$ cat src/ocg_pkg.sv
// Package for the output command gate: codes, widths, constants and helpers.
package ocg_pkg;

    localparam int unsigned TimeW   = 63;
    localparam int unsigned SpanW   = 40;
    localparam int unsigned IdW     = 16;
    localparam int unsigned NodeW   = 7;
    localparam int unsigned BitsW   = 8;
    localparam int unsigned CfgIdxW = 3;
    localparam int unsigned CfgW    = 16;
    localparam int unsigned InDataW  = 192;
    localparam int unsigned OutDataW = 120;

    localparam logic [SpanW-1:0] TickNs  = SpanW'(10_000_000);
    localparam logic [TimeW-1:0] TimeMax = {TimeW{1'b1}};

    typedef enum logic [1:0] {
        OP_COMMAND   = 2'd0,
        OP_HEARTBEAT = 2'd1,
        OP_STATUS    = 2'd2,
        OP_RESTART   = 2'd3
    } t_opcode;

    typedef enum logic [1:0] {
        KIND_CMD_STATUS  = 2'd0,
        KIND_HEARTBEAT   = 2'd1,
        KIND_NODE_STATUS = 2'd2
    } t_kind;

    typedef enum logic [2:0] {
        RES_APPLIED  = 3'd0,
        RES_SESSION  = 3'd1,
        RES_NOTREADY = 3'd2,
        RES_STALE    = 3'd3,
        RES_EXPIRED  = 3'd4
    } t_result;

    typedef enum logic [CfgIdxW-1:0] {
        CFG_NODE       = 3'd0,
        CFG_READY      = 3'd1,
        CFG_INPUT      = 3'd2,
        CFG_FAULT      = 3'd3,
        CFG_BOOT       = 3'd4,
        CFG_SESSION    = 3'd5
    } t_cfg_index;

    typedef struct packed {
        logic [1:0]       op;
        logic [IdW-1:0]   sess;
        logic [IdW-1:0]   seq;
        logic [BitsW-1:0] mask;
        logic [BitsW-1:0] vals;
        logic [TimeW-1:0] rx;
        logic [TimeW-1:0] now;
        logic [SpanW-1:0] span;
        logic             expired;
    } t_item;

    function automatic logic [IdW-1:0] nonzero_id(input logic [IdW-1:0] v);
        return (v == '0) ? IdW'(1) : v;
    endfunction

    function automatic logic [IdW-1:0] advance_id(input logic [IdW-1:0] v);
        return (v == {IdW{1'b1}}) ? IdW'(1) : v + IdW'(1);
    endfunction

endpackage

$ cat src/output_command_gate.sv
// Output command gate: session, interlock, sequence and deadline checks with masked merge.
//
//  channel  | dir | transfer when              | contents
//  s_axis   | in  | s_axis_tvalid&s_axis_tready| tuser opcode, tdata command fields
//  m_axis   | out | m_axis_tvalid&m_axis_tready| tuser reply kind, tdata reply fields
//  cfg      | in  | i_cfg_we                   | i_cfg_index selects, i_cfg_data value
//
// One item per cycle while no reply waits on m_axis_tready; the stages are span multiply,
// deadline add/compare, and state decision into the output register.
// Each stage moves on when the stage after it is empty or moving, so bubbles
// close up while a reply waits on m_axis_tready.
// Soft restart passes through all stages but produces no reply.
// Synchronous active-low reset loads register defaults and clears the pipeline.
module output_command_gate (
    input  logic                          i_clk,
    input  logic                          i_rst_n,
    input  logic                          s_axis_tvalid,
    output logic                          s_axis_tready,
    // [15:0] command_session, [31:16] command_sequence, [47:32] validity_ticks,
    // [55:48] bit_mask, [63:56] bit_values, [126:64] receive_time_ns,
    // [189:127] now_time_ns, rest zero
    input  logic [ocg_pkg::InDataW-1:0]   s_axis_tdata,
    // [1:0] opcode
    input  logic [1:0]                    s_axis_tuser,
    output logic                          m_axis_tvalid,
    input  logic                          m_axis_tready,
    // [6:0] reply_node, [22:7] reply_boot, [38:23] reply_session,
    // [54:39] heartbeat_count, [70:55] echo_sequence, [73:71] result_code,
    // [81:74] output_state, [82] ready_echo, [98:83] input_echo,
    // [114:99] fault_echo, rest zero
    output logic [ocg_pkg::OutDataW-1:0]  m_axis_tdata,
    // [1:0] reply_kind
    output logic [1:0]                    m_axis_tuser,
    input  logic                          i_cfg_we,
    input  logic [ocg_pkg::CfgIdxW-1:0]   i_cfg_index,
    input  logic [ocg_pkg::CfgW-1:0]      i_cfg_data
);

    // configuration
    logic [ocg_pkg::NodeW-1:0] r_node;
    logic                      r_ready;
    logic [ocg_pkg::IdW-1:0]   r_input;
    logic [ocg_pkg::IdW-1:0]   r_fault;

    // state
    logic [ocg_pkg::IdW-1:0]   r_boot;
    logic [ocg_pkg::IdW-1:0]   r_session;
    logic [ocg_pkg::IdW-1:0]   r_hb;
    logic [ocg_pkg::BitsW-1:0] r_out_bits;
    logic                      r_have;
    logic [ocg_pkg::IdW-1:0]   r_last_seq;

    // pipeline
    logic                 r_v1, r_v2, r_vout;
    ocg_pkg::t_item       r_s1, r_s2, n_s1, n_s2;
    logic [ocg_pkg::OutDataW-1:0] r_out_data, n_out_data;
    logic [1:0]           r_out_kind, n_out_kind;

    logic rdy_out, rdy2, rdy1, fire2;

    assign rdy_out = !r_vout || m_axis_tready;
    assign rdy2    = !r_v2 || rdy_out;
    assign rdy1    = !r_v1 || rdy2;
    assign fire2   = r_v2 && rdy_out;

    assign s_axis_tready = rdy1;
    assign m_axis_tvalid = r_vout;
    assign m_axis_tdata  = r_out_data;
    assign m_axis_tuser  = r_out_kind;

    // stage 1: unpack and scale the lifetime
    always_comb begin
        n_s1         = '0;
        n_s1.op      = s_axis_tuser;
        n_s1.sess    = s_axis_tdata[15:0];
        n_s1.seq     = s_axis_tdata[31:16];
        n_s1.mask    = s_axis_tdata[55:48];
        n_s1.vals    = s_axis_tdata[63:56];
        n_s1.rx      = s_axis_tdata[126:64];
        n_s1.now     = s_axis_tdata[189:127];
        n_s1.span    = ocg_pkg::SpanW'(s_axis_tdata[47:32]) * ocg_pkg::TickNs;
        n_s1.expired = 1'b0;
    end

    // stage 2: saturating deadline and expiry
    logic [ocg_pkg::TimeW:0]   dl_sum;
    logic [ocg_pkg::TimeW-1:0] deadline;

    always_comb begin
        dl_sum   = {1'b0, r_s1.rx} + (ocg_pkg::TimeW + 1)'(r_s1.span);
        deadline = dl_sum[ocg_pkg::TimeW] ? ocg_pkg::TimeMax : dl_sum[ocg_pkg::TimeW-1:0];
        n_s2         = r_s1;
        n_s2.expired = (r_s1.now >= deadline);
    end

    // stage 3: decision against state
    logic [ocg_pkg::IdW-1:0]   seq_diff;
    logic                      seq_fresh;
    ocg_pkg::t_result          res;
    logic [ocg_pkg::BitsW-1:0] merged;
    logic [ocg_pkg::BitsW-1:0] mirror;

    always_comb begin
        seq_diff  = r_s2.seq - r_last_seq;
        seq_fresh = (seq_diff != '0) && !seq_diff[ocg_pkg::IdW-1];
        merged    = (r_out_bits & ~r_s2.mask) | (r_s2.vals & r_s2.mask);
        if (r_s2.sess != r_session) begin
            res = ocg_pkg::RES_SESSION;
        end else if (!r_ready) begin
            res = ocg_pkg::RES_NOTREADY;
        end else if (r_have && !seq_fresh) begin
            res = ocg_pkg::RES_STALE;
        end else if (r_s2.expired) begin
            res = ocg_pkg::RES_EXPIRED;
        end else begin
            res = ocg_pkg::RES_APPLIED;
        end
        mirror = (res == ocg_pkg::RES_APPLIED) ? merged : r_out_bits;
    end

    always_comb begin
        n_out_data       = '0;
        n_out_kind       = ocg_pkg::KIND_CMD_STATUS;
        n_out_data[6:0]  = r_node;
        n_out_data[38:23] = r_session;
        case (r_s2.op)
            ocg_pkg::OP_HEARTBEAT: begin
                n_out_kind         = ocg_pkg::KIND_HEARTBEAT;
                n_out_data[22:7]   = r_boot;
                n_out_data[54:39]  = r_hb;
            end
            ocg_pkg::OP_STATUS: begin
                n_out_kind         = ocg_pkg::KIND_NODE_STATUS;
                n_out_data[82]     = r_ready;
                n_out_data[98:83]  = r_input;
                n_out_data[114:99] = r_fault;
            end
            default: begin
                n_out_kind         = ocg_pkg::KIND_CMD_STATUS;
                n_out_data[70:55]  = r_s2.seq;
                n_out_data[73:71]  = res;
                n_out_data[81:74]  = mirror;
            end
        endcase
    end

    always_ff @(posedge i_clk) begin
        if (!i_rst_n) begin
            r_v1   <= 1'b0;
            r_v2   <= 1'b0;
            r_vout <= 1'b0;
        end else begin
            if (rdy1) begin
                r_v1 <= s_axis_tvalid;
            end
            if (rdy2) begin
                r_v2 <= r_v1;
            end
            if (rdy_out) begin
                r_vout <= r_v2 && (r_s2.op != ocg_pkg::OP_RESTART);
            end
        end
    end

    always_ff @(posedge i_clk) begin
        if (rdy1 && s_axis_tvalid) begin
            r_s1 <= n_s1;
        end
        if (rdy2 && r_v1) begin
            r_s2 <= n_s2;
        end
        if (fire2) begin
            r_out_data <= n_out_data;
            r_out_kind <= n_out_kind;
        end
    end

    always_ff @(posedge i_clk) begin
        if (!i_rst_n) begin
            r_node     <= ocg_pkg::NodeW'(1);
            r_ready    <= 1'b0;
            r_input    <= '0;
            r_fault    <= '0;
            r_boot     <= ocg_pkg::IdW'(1);
            r_session  <= ocg_pkg::IdW'(1);
            r_hb       <= '0;
            r_out_bits <= '0;
            r_have     <= 1'b0;
            r_last_seq <= '0;
        end else if (i_cfg_we) begin
            case (i_cfg_index)
                ocg_pkg::CFG_NODE:    r_node    <= i_cfg_data[ocg_pkg::NodeW-1:0];
                ocg_pkg::CFG_READY:   r_ready   <= i_cfg_data[0];
                ocg_pkg::CFG_INPUT:   r_input   <= i_cfg_data;
                ocg_pkg::CFG_FAULT:   r_fault   <= i_cfg_data;
                ocg_pkg::CFG_BOOT:    r_boot    <= ocg_pkg::nonzero_id(i_cfg_data);
                ocg_pkg::CFG_SESSION: r_session <= ocg_pkg::nonzero_id(i_cfg_data);
                default: ;
            endcase
        end else if (fire2) begin
            case (r_s2.op)
                ocg_pkg::OP_RESTART: begin
                    r_boot     <= ocg_pkg::advance_id(r_boot);
                    r_session  <= ocg_pkg::advance_id(r_session);
                    r_hb       <= '0;
                    r_out_bits <= '0;
                    r_have     <= 1'b0;
                    r_last_seq <= '0;
                end
                ocg_pkg::OP_HEARTBEAT: begin
                    r_hb <= r_hb + ocg_pkg::IdW'(1);
                end
                ocg_pkg::OP_COMMAND: begin
                    if (res == ocg_pkg::RES_APPLIED) begin
                        r_out_bits <= merged;
                        r_have     <= 1'b1;
                        r_last_seq <= r_s2.seq;
                    end
                end
                default: ;
            endcase
        end
    end

    a_ids_nonzero: assert property (@(posedge i_clk) disable iff (!i_rst_n)
        (r_boot != '0) && (r_session != '0))
        else $error("boot or session identifier is zero");

    a_restart_silent: assert property (@(posedge i_clk) disable iff (!i_rst_n)
        (fire2 && r_s2.op == ocg_pkg::OP_RESTART && !i_cfg_we)
        |=> (!r_vout && r_out_bits == '0 && !r_have && r_hb == '0))
        else $error("soft restart left state or produced a reply");

    a_applied_records: assert property (@(posedge i_clk) disable iff (!i_rst_n)
        (fire2 && r_s2.op == ocg_pkg::OP_COMMAND && res == ocg_pkg::RES_APPLIED
         && !i_cfg_we)
        |=> (r_have && r_last_seq == $past(r_s2.seq) && r_out_data[81:74] == r_out_bits))
        else $error("applied command not recorded");

    a_reject_holds: assert property (@(posedge i_clk) disable iff (!i_rst_n)
        (fire2 && r_s2.op == ocg_pkg::OP_COMMAND && res != ocg_pkg::RES_APPLIED
         && !i_cfg_we)
        |=> ($stable(r_out_bits) && $stable(r_last_seq) && $stable(r_have)))
        else $error("rejected command changed state");

    a_stall_full: assert property (@(posedge i_clk) disable iff (!i_rst_n)
        !s_axis_tready |-> (r_v1 && r_v2 && r_vout))
        else $error("input stalled with an empty stage");

endmodule
$ cat config.mk
export PLATFORM = sky130hd
export DESIGN_NAME = output_command_gate
export DESIGN_NICKNAME = d
export VERILOG_FILES = /design/src/ocg_pkg.sv /design/src/output_command_gate.sv
export SDC_FILE = /design/constraint.sdc
export NUM_CORES = 1
export LEC_CHECK = 0
export BUFFER_PORTS_ARGS = -buffer_cell sky130_fd_sc_hd__buf_2
export CAP_MARGIN = 10
export CORE_MARGIN = 2
export CORE_UTILIZATION = 45
export DETAILED_ROUTE_END_ITERATION = 8
export GPL_TIMING_DRIVEN = 1
export PLACE_DENSITY = 0.71
export SYNTH_ARGS = -nofsm -noshare
export SYNTH_HDL_FRONTEND = slang
export SYNTH_SLANG_ARGS = --single-unit
$ cat constraint.sdc
create_clock -name i_clk -period 18.4 [get_ports i_clk]
set_clock_uncertainty 0.2 [all_clocks]
set_input_delay 1.84 -clock i_clk [delete_from_list [all_inputs] [get_ports i_clk]]
set_output_delay 1.84 -clock i_clk [all_outputs]
set_load 0.1 [all_outputs]
# Word-level counts from Yosys, hierarchy flattened
# Index checks and enable logic that the tools add are counted.
# totals
register_bits,493
latch_bits,0
ram_bits,0
romBits,0
input_bits,218
out_inout_bits,124
elab_cells,116
n_memories,0
# classes
n_addsub,5
mul,1
div_mod_pow,0
n_lt_le_gt_ge,1
n_eq_ne,15
shift,0
n_mux,24
bitwise,5
reduce_logical,33
# ops
operator,count
2-to-1 mux 16 bit,12
adder 63 x 40 -> 64 bit,1
case mux 16 bit (2 select lines),2
>= comparator 63 bit,1
2-to-1 mux 63 bit,1
adder 16 x 1 -> 16 bit (second input constant),3
multiplier 16 x 17 -> 33 bit (second input constant),1
equality test 16 bit (second input constant),2
bitwise AND 8 bit,2
logical NOT 16 bit,1
inequality test 16 bit,1
case mux 8 bit (2 select lines),1
nonzero test 16 bit,1
subtractor 16 bit,1
2-to-1 mux 3 bit,4
AND reduction 3 bit,4
2-to-1 mux 8 bit,1
NOT 8 bit,1
bitwise OR 8 bit,1
AND reduction 2 bit,4
nonzero test 2 bit,4
equality test 3 x 2 -> 1 bit (second input constant),2
equality test 3 bit (second input constant),2
logical AND 1 bit,6
15 further kinds,25

# Depth between registers and ports, before layout
# Gate-level depths: netlist of run 1.
# logic_depth
depth_word,11
ltp_mapped,23
depth_no_buf,22

# Worst setup path after synthesis of run 1
# OpenSTA, ideal clock, no wires.
# synth_path
kind,input port to flip-flop
startpoint,in m_axis_tready
endpoint,"reg r_s1, in the netlist n_s2[100], enable pin"
arrival_ns,12.310
setup_slack_ns,4.986
stages,2
path_buffers,0
cell_sequence,nor2b_1 a31oi_1
# synth_between
elab_chain_len,4
# synth_lines
item,line,text
"start, declared",output_command_gate.sv:26,"input logic m_axis_tready,"
logical OR 1 bit,output_command_gate.sv:61,assign rdy_out = !r_vout || m_axis_tready;
logical OR 1 bit,output_command_gate.sv:62,assign rdy2 = !r_v2 || rdy_out;
logical OR 1 bit,output_command_gate.sv:63,assign rdy1 = !r_v1 || rdy2;
logical AND 1 bit,output_command_gate.sv:166,if (rdy1 && s_axis_tvalid) begin
"end signal, assigned",output_command_gate.sv:167,r_s1 <= n_s1;
"end, declared",output_command_gate.sv:55,"ocg_pkg::t_item r_s1, r_s2, n_s1, n_s2;"
# Every way passes these cells.
# A chain may end at the register's enable or synchronous reset.

==> results of run 1 <==
[cells in the final DEF (no fill, tap or decap), types with 58 or more instances in the layout]
| cell type | count |
|---|---|
| inv_1 | 202 |
| and2_1 | 72 |
| dfxtp_1 | 116 |
| o21ai_0 | 82 |
| nand2_1 | 231 |
| nor2_1 | 120 |
| a21o_1 | 72 |
| edfxtp_1 | 377 |
| nor2b_1 | 58 |
| fa_1 | 68 |
| xnor2_1 | 59 |
| buf_2 | 334 |
| ha_1 | 266 |
| a21oi_1 | 122 |
[worst max-delay path: stages]
cell and delay (ns):
buf_2 0.19, inv_1 0.11, ha_1 0.33, inv_1 0.07, fa_1 0.48, fa_1 0.52
inv_1 0.06, fa_1 0.54, inv_1 0.06, fa_1 0.55, inv_1 0.06, fa_1 0.53
inv_1 0.04, ha_1 0.32, nand2_1 0.12, or3_1 0.35, o211ai_1 0.33, o211ai_1 0.18
a31oi_1 0.22, o21a_1 0.14, nor2_1 0.04, xnor2_1 0.13
[logic make-up (layout without fill, tap and decap cells)]
logic type	Yosys count	count (layout)	synth area share [%]
buffers and inverters	268	642	3.90
AOI/OAI and AO/OA	471	471	11.5
and+or+nand+nor	697	697	12.7
adders and majority gates	334	334	17.4
xor gates and xnor gates	88	88	2.86
DFF	493	493	50.6
other	1	19	0.0139
muxes	29	29	1.08
[synth_stat cells, types with 16 or more instances]
library cell / count
fa_1: 68
and3_1: 35
a21o_1: 72
xor2_1: 29
nand4_1: 27
a21oi_1: 122
clkbuf_1: 47
nand2b_1: 24
a21boi_0: 42
and2_1: 72
nand3_1: 52
edfxtp_1: 377
xnor2_1: 59
dfxtp_1: 116
mux2i_1: 29
a31oi_1: 16
nor2_1: 121
ha_1: 266
nor2b_1: 58
nand2_1: 231
nor3_1: 26
o21a_1: 18
inv_1: 203
a22oi_1: 27
o21ai_0: 84
or3_1: 17
[final cells by class]
class / count / area, um^2
inverters: 203 / 764
well taps: 773 / 967
diodes: 14 / 35.0
clock inverters: 25 / 322
flip-flops and latches: 493 / 13600
repair buffers: 346 / 1770
fillers: 5025 / 27800
multi-input cells: 1624 / 12300
clock buffers: 68 / 1440
[worst max path at each step]
stage                                start             endpoint  slack [ns]  cells past startpoint
final                     s_axis_tdata[46]   n_s2[39]$_DFFE_PP_       11.29                     22
after global routing      s_axis_tdata[46]   n_s2[39]$_DFFE_PP_       11.00                     22
after CTS                 s_axis_tdata[46]   n_s2[39]$_DFFE_PP_       11.29                     22
after detailed placement  s_axis_tdata[46]   n_s2[39]$_DFFE_PP_       10.73                     22
after global placement    s_axis_tdata[46]   n_s2[39]$_DFFE_PP_       10.76                     22
after floorplan              m_axis_tready  n_s2[100]$_DFFE_PP_        4.99                      2
[layer usage]
| metal | wire (um) | global-route usage (%) | vias to the layer above |
|---|---|---|---|
| met5 | 38 | 0 | - |
| met4 | 1790 | 6.98 | 6 |
| met3 | 4200 | 3.56 | 112 |
| met2 | 31700 | 35.2 | 606 |
| met1 | 25500 | 24.5 | 9160 |
| li1 | - | - | 9185 |
[registers in the layout, indices dropped and copies added (netlist names), 2 cells and up]
name          flops
m_axis_tdata    115
m_axis_tuser      2
n_s2            209
r_boot           16
r_fault          16
r_hb             16
r_input          16
r_last_seq       16
r_node            7
r_out_bits        8
r_s2             51
r_session        16
[power by group]
part | leakage [nW] | switching, mW | internal (mW)
registers | 4.50 | 0.0364 | 1.33
clock network | 0.858 | 0.435 | 0.637
logic | 7.83 | 0.835 | 0.599
total | 13.2 | 1.31 | 2.56
[stage by stage]
step                hold WS [ns]  cells  util (%)
global route               0.166   3539      52.9
detailed placement         0.205   3439      49.9
CTS                        0.157   3532      52.8
floorplan                  0.200   2385         -
global placement           0.202   3438      49.9
finish                     0.159   3546      52.9
==> results.md, run 1 <==
- Status: completed
- Via/cell ratio: 5.38
- Worst r2r src: n_s2[8]$_DFFE_PP_
- Number of synthesized flops with an enable pin: between 300 and 400
- Total power: slightly below 4 mW
- Drt first pass iters: 5
- Max frequency: 0.141 GHz
- Worst Tran Pin Value: approximately 1.1 ns
- Die Span Y: about 250 um
- Setup crit end kind: flop
- Post-cts gate resize count: 0
- Leak: roughly 13 nW
- Ports: 342
- Share of layout cells above drive strength 1: ~16%
- Detailed-route via count: ~19000
- Nets: around 3300
- Initial Util: between 40% and 50%
- Final Max Slew Viols: 0
- Antenna Violating Nets Remaining: 0
- Reg2reg end: r_s2[0]$_DFFE_PP_
- Slew headroom: a little under a quarter
- Mapped cell area: between 20000 and 30000 um^2
- Drt drc: 0
- Area after DPL: ~30000 um^2
- Port bufs: 334
- Drt total wl: 63200 um
- Drt first-iter violations: between 1000 and 1500
- Top cells by area, synth: edfxtp_1 42%, ha_1 12%, dfxtp_1 8.6%
- First-pass GRT wire length: between 90000 and 100000 um
- # rows: between 80 and 90
- Worst Hold Class: flop to flop
- H-tree levels: 2
- Die width: roughly 250 um
- CTS max path bufs: 3
- Synth top area share: a little over two fifths
- CTS tree: done
- Gpl congestion: approximately 0.89
- Critical path class: input port to flop
- Root buffer cell: clkbuf_16
- Vias in the first global route: 19000
- FF+latch count, synth: around 490
- Critical path fanouts, max: 7
- Total track usage: ~20%
- Yosys warns: 0
- Critical path launch point type: input port
- Place WS: around 11 ns
- Layout area overhead: 16.0%
- Die area: a little over 60000 um^2
- Hold Path Depth: 0
- Post-CTS setup buffer count: 0
- Dpl hpwl: between 40000 and 50000 um
- Cell count after synthesis: about 2400
- Post-synthesis sequential area ratio: 50.6%
- Final hold vios: 0
- Post-synthesis async set-or-reset flop share: 0%
- Most used DFF post-synth: edfxtp_1
- Final worst slack: 11.29 ns
- Post-route design area: roughly 31000 um^2
- Worst-skew pair later-pin latency: between 0.6 and 0.7 ns
- Worst path required time: about 19 ns
- Grt total ovfl: 0
- Core area: roughly 59000 um^2
- Syn avg cell area: about 11 um^2
- Setup_tns: 0 ns
- Reg clk slew, reported paths: 0.06 ns
- Post-route minimum period: between 7 and 8 ns
- CP Data Arrival Time: around 7.2 ns
- Tcrit/Tclk final: between 30% and 40%
- Cell Pwr Density: 124 nW/um^2
- Synth area leader: edfxtp_1
- Worst Hold End: r_s2[176]$_DFFE_PP_
- Initial antenna violation count: 13
- Routed len/inst: 17.8 um
- Cells on worst reg2reg path: 21
- Hold wc startpoint: n_s2[176]$_DFFE_PP_
- CTS Buf Count: 52
- Netlist cell types: 75
- CTS Hold Bufs: 0
- Largest net degree at the start of global routing: 179
- Worst R2R Setup Slack: around 12 ns
- Total clock sinks: ~500
- Worst vdd ir: 0.106 mV
- # setup viols final: 0
- Max-cap viol count: 0
- RSZ-0062 raised after global routing: no
No activity file was read; power rests on OpenSTA's default activity.
==> inputs of run 2 (changes only) <==
ABC_AREA = 1   (was not set)
PLACE_DENSITY = 0.7   (was 0.71)
clock period = 6.8 ns   (was 18.4 ns; I/O delays follow)
==> run 2 against run 1 <==
Net effect: synthesized area rose by 2.5%; cell count rose by 13%; combinational power rose to 2.9 times the previous value; first-iteration DRC count rose by 19%; hold slack got worse by 0.12 ns; sequential power rose to 2.7 times the previous value; largest cell class unchanged; critical path depth rose by 4; design area rose by 2.8%; highest routed layer unchanged; critical endpoint is now r_s2[0]$_DFFE_PP_; total power rose to 2.9 times the previous value.
==> results.md, run 2 <==
- Post-cts gate resize count: 0
- Worst-skew pair later-pin latency: 0.61 ns
- Post-synthesis async set-or-reset flop share: 0%
- Routed len/inst: around 17 um
- Post-CTS setup buffer count: 0
- Initial Util: between 40% and 50%
- Layout area overhead: 16.3%
- Cells on worst reg2reg path: 26
- Commonest cells in the synthesized netlist: 493 x inv_1, 428 x nand2_1, 377 x edfxtp_1, 266 x ha_1, 228 x nor2_1
- Cell Pwr Density: ~340 nW/um^2
- Worst Hold Class: input port to flop
- FF+latch count, synth: a little under 500
- Critical path class: flop to flop
- Core area: 60600 um^2
- Worst R2R Setup Slack: roughly 1.2 ns
- CTS Hold Bufs: 0
- Critical path launch point: n_s2[8]$_DFFE_PP_
- Die area: between 60000 and 70000 um^2
- Instance count on the critical path: 26
- Detailed-route via count: slightly above 20000
- Total track usage: 21.4%
- Gpl congestion: just over 0.9
- First-pass GRT wire length: about 110000 um
- Drt first pass iters: 5
- Cell count after synthesis: between 2000 and 3000
- Mapped cell area: 27600 um^2
- Final Max Slew Viols: 0
- Dpl hpwl: 53200 um
- Antenna Violating Nets Remaining: 0
- Most frequent cells in the layout: 491 x inv_1, 427 x nand2_1, 377 x edfxtp_1
- Final hold vios: 0
- Share of layout cells above drive strength 1: between 10 and 15%
- Tcrit/Tclk final: 82.1%
- Drt drc: 0
- Grt total ovfl: 0
- Number of synthesized flops with an enable pin: 377
- CTS max path bufs: 3
- Setup_tns: 0 ns
- Die width: 252 um
- Reg2reg end: r_s2[0]$_DFFE_PP_
- Max frequency: between 0.15 and 0.2 GHz
- Critical path fanouts, max: 30
- H-tree levels: 2
- Leak: between 10 and 15 nW
- Ports: about 340
- Bufs and invs on worst path: 4
- Root buffer cell: clkbuf_16
- Worst path required time: just under 7 ns
- CP Data Arrival Time: 5.69 ns
- Slew headroom: 24.3%
- Netlist cell types: between 50 and 60
- # rows: 90
- Worst Tran Pin Value: 1.13 ns
- Post-route minimum period: approximately 5.6 ns
- Drt first-iter violations: 1358
- Initial antenna violation count: 9
- Crit path max-delay family: compound AO/OA/AOI/OAI gates
- CTS tree: done
- # setup viols final: 0
- Worst r2r src: n_s2[8]$_DFFE_PP_
- Die Span Y: 252 um
- Status: completed
- Total power: 11.0 mW
- Synth area leader: edfxtp_1
- Critical path launch point type: flop
- Largest register FFs: ~210
- Vias in the first global route: ~20000
- Setup crit end kind: flop
- Commonest non-fill, non-tap cell in the layout: inv_1
- Hold Path Depth: 1
- Port bufs: approximately 330
- Syn avg cell area: about 9.8 um^2
- Drt total wl: around 68000 um
- Most used DFF post-synth: edfxtp_1
- Worst vdd ir: about 0.30 mV
- Via/cell ratio: about 5.1
- Post-synthesis sequential area ratio: about half
- Top cells by area, synth: edfxtp_1 41%, ha_1 12%, dfxtp_1 8.4%
- Total clock sinks: between 400 and 500
- CTS Buf Count: 52
- Max-cap viol count: 0
- Reg clk slew, reported paths: roughly 0.060 ns
- Yosys warns: 0
- Cell with the most instances after synthesis: inv_1
- Critical Path Sink: r_s2[0]$_DFFE_PP_
- Nets: 3732
- Largest net degree at the start of global routing: 86
- CP max stage delay: approximately 0.66 ns
- Final core utilization: 53.1%
- RSZ-0062 raised after global routing: no
- CP most frequent cell: nand2_1
- CP max-delay cell: a2111oi_0
- Synth top area share: 41.0%
==> run 2: changes by cell type in the layout (fill, tap and decap cells not counted), sizes merged, moves of 27 or more <==
cell / previous run / this run
and3: 35 / 0
nand4: 27 / 84
a21oi: 122 / 217
nand2: 231 / 431
mux2i: 29 / 0
a21boi: 42 / 6
a22oi: 27 / 0
a21o: 72 / 2
o21ai: 88 / 145
inv: 205 / 500
nor2: 121 / 231
nand3: 52 / 82
nor2b: 58 / 0
and2: 72 / 2
==> run 2: worst min-delay path by stage <==
stage / startpoint / endpoint
floorplan: n_s2[167]$_DFFE_PP_ / r_s2[167]$_DFFE_PP_
global placement: n_s2[167]$_DFFE_PP_ / r_s2[167]$_DFFE_PP_
detailed placement: n_s2[167]$_DFFE_PP_ / r_s2[167]$_DFFE_PP_
CTS: s_axis_tdata[1] / n_s2[200]$_DFFE_PP_
global route: s_axis_tdata[147] / n_s2[61]$_DFFE_PP_
finish: s_axis_tdata[150] / n_s2[64]$_DFFE_PP_
==> run 2: cell type report <==
cell class | count | area [um^2]
Fill cell | 5399 | 28400
Sequential cell | 493 | 13600
Multi-Input combinational cell | 1788 | 11900
Inverter | 496 | 1870
Timing Repair Buffer | 349 | 1780
Clock buffer | 58 | 1350
Tap cell | 782 | 978
Clock inverter | 40 | 602
Antenna cell | 8 | 20.0
==> run 2: cell families after synthesis <==
kind of cell             count (synthesis)  synth area share (%)
other                                    1                0.0136
flip-flops                             493                  49.4
AO/OA/AOI/OAI                          456                  9.02
XOR/XNOR                                91                  2.88
AND/OR/NAND/NOR                        902                  14.1
adder cells (fa/ha/maj)                334                  17.0
buffers and inverters                  555                  7.66
==> run 2: power by group <==
group          internal (mW)  leakage, nW  switching [mW]
Combinational           1.56         8.88            2.58
Sequential              3.58         4.57          0.0984
Clock                   1.97        0.949            1.24
==> run 2: worst reg2reg max path, cell delays in order, from the launching register on <==
cell,delay (ns)
edfxtp_1,0.40
ha_1,0.25
fa_1,0.42
nand3_1,0.11
nand2_1,0.08
a21boi_1,0.17
inv_1,0.09
nand2_1,0.07
nand2_1,0.15
a21oi_1,0.25
inv_1,0.12
a21oi_2,0.28
inv_1,0.07
nand2_1,0.06
nand2_1,0.08
nand3_1,0.09
nand2_2,0.14
buf_4,0.27
nor2_1,0.16
ha_1,0.27
a21oi_1,0.17
o21a_1,0.13
nor2_1,0.03
o21ai_0,0.20
o2111ai_1,0.16
a2111oi_0,0.66
nand3_1,0.20
==> run 2: stage by stage <==
stage	instance area (um^2)	setup WS [ns]	instances	hold WS [ns]
3_3_place_gp	30200	0.659	3908	0.201
3_5_place_dp	30200	0.622	3908	0.205
4_1_cts	32100	1.02	4006	0.00372
2_1_floorplan	27700	0.196	2836	0.200
6_report	32200	1.22	4014	0.0411
5_1_grt	32100	0.696	4007	0.00999
==> run 2: per-layer routing <==
layer	part of all wire (%)	global-route usage (%)
met5	0.050	0
met3	6.7	2.88
met1	42	28.1
met2	50	38.0
met4	1.7	4.45
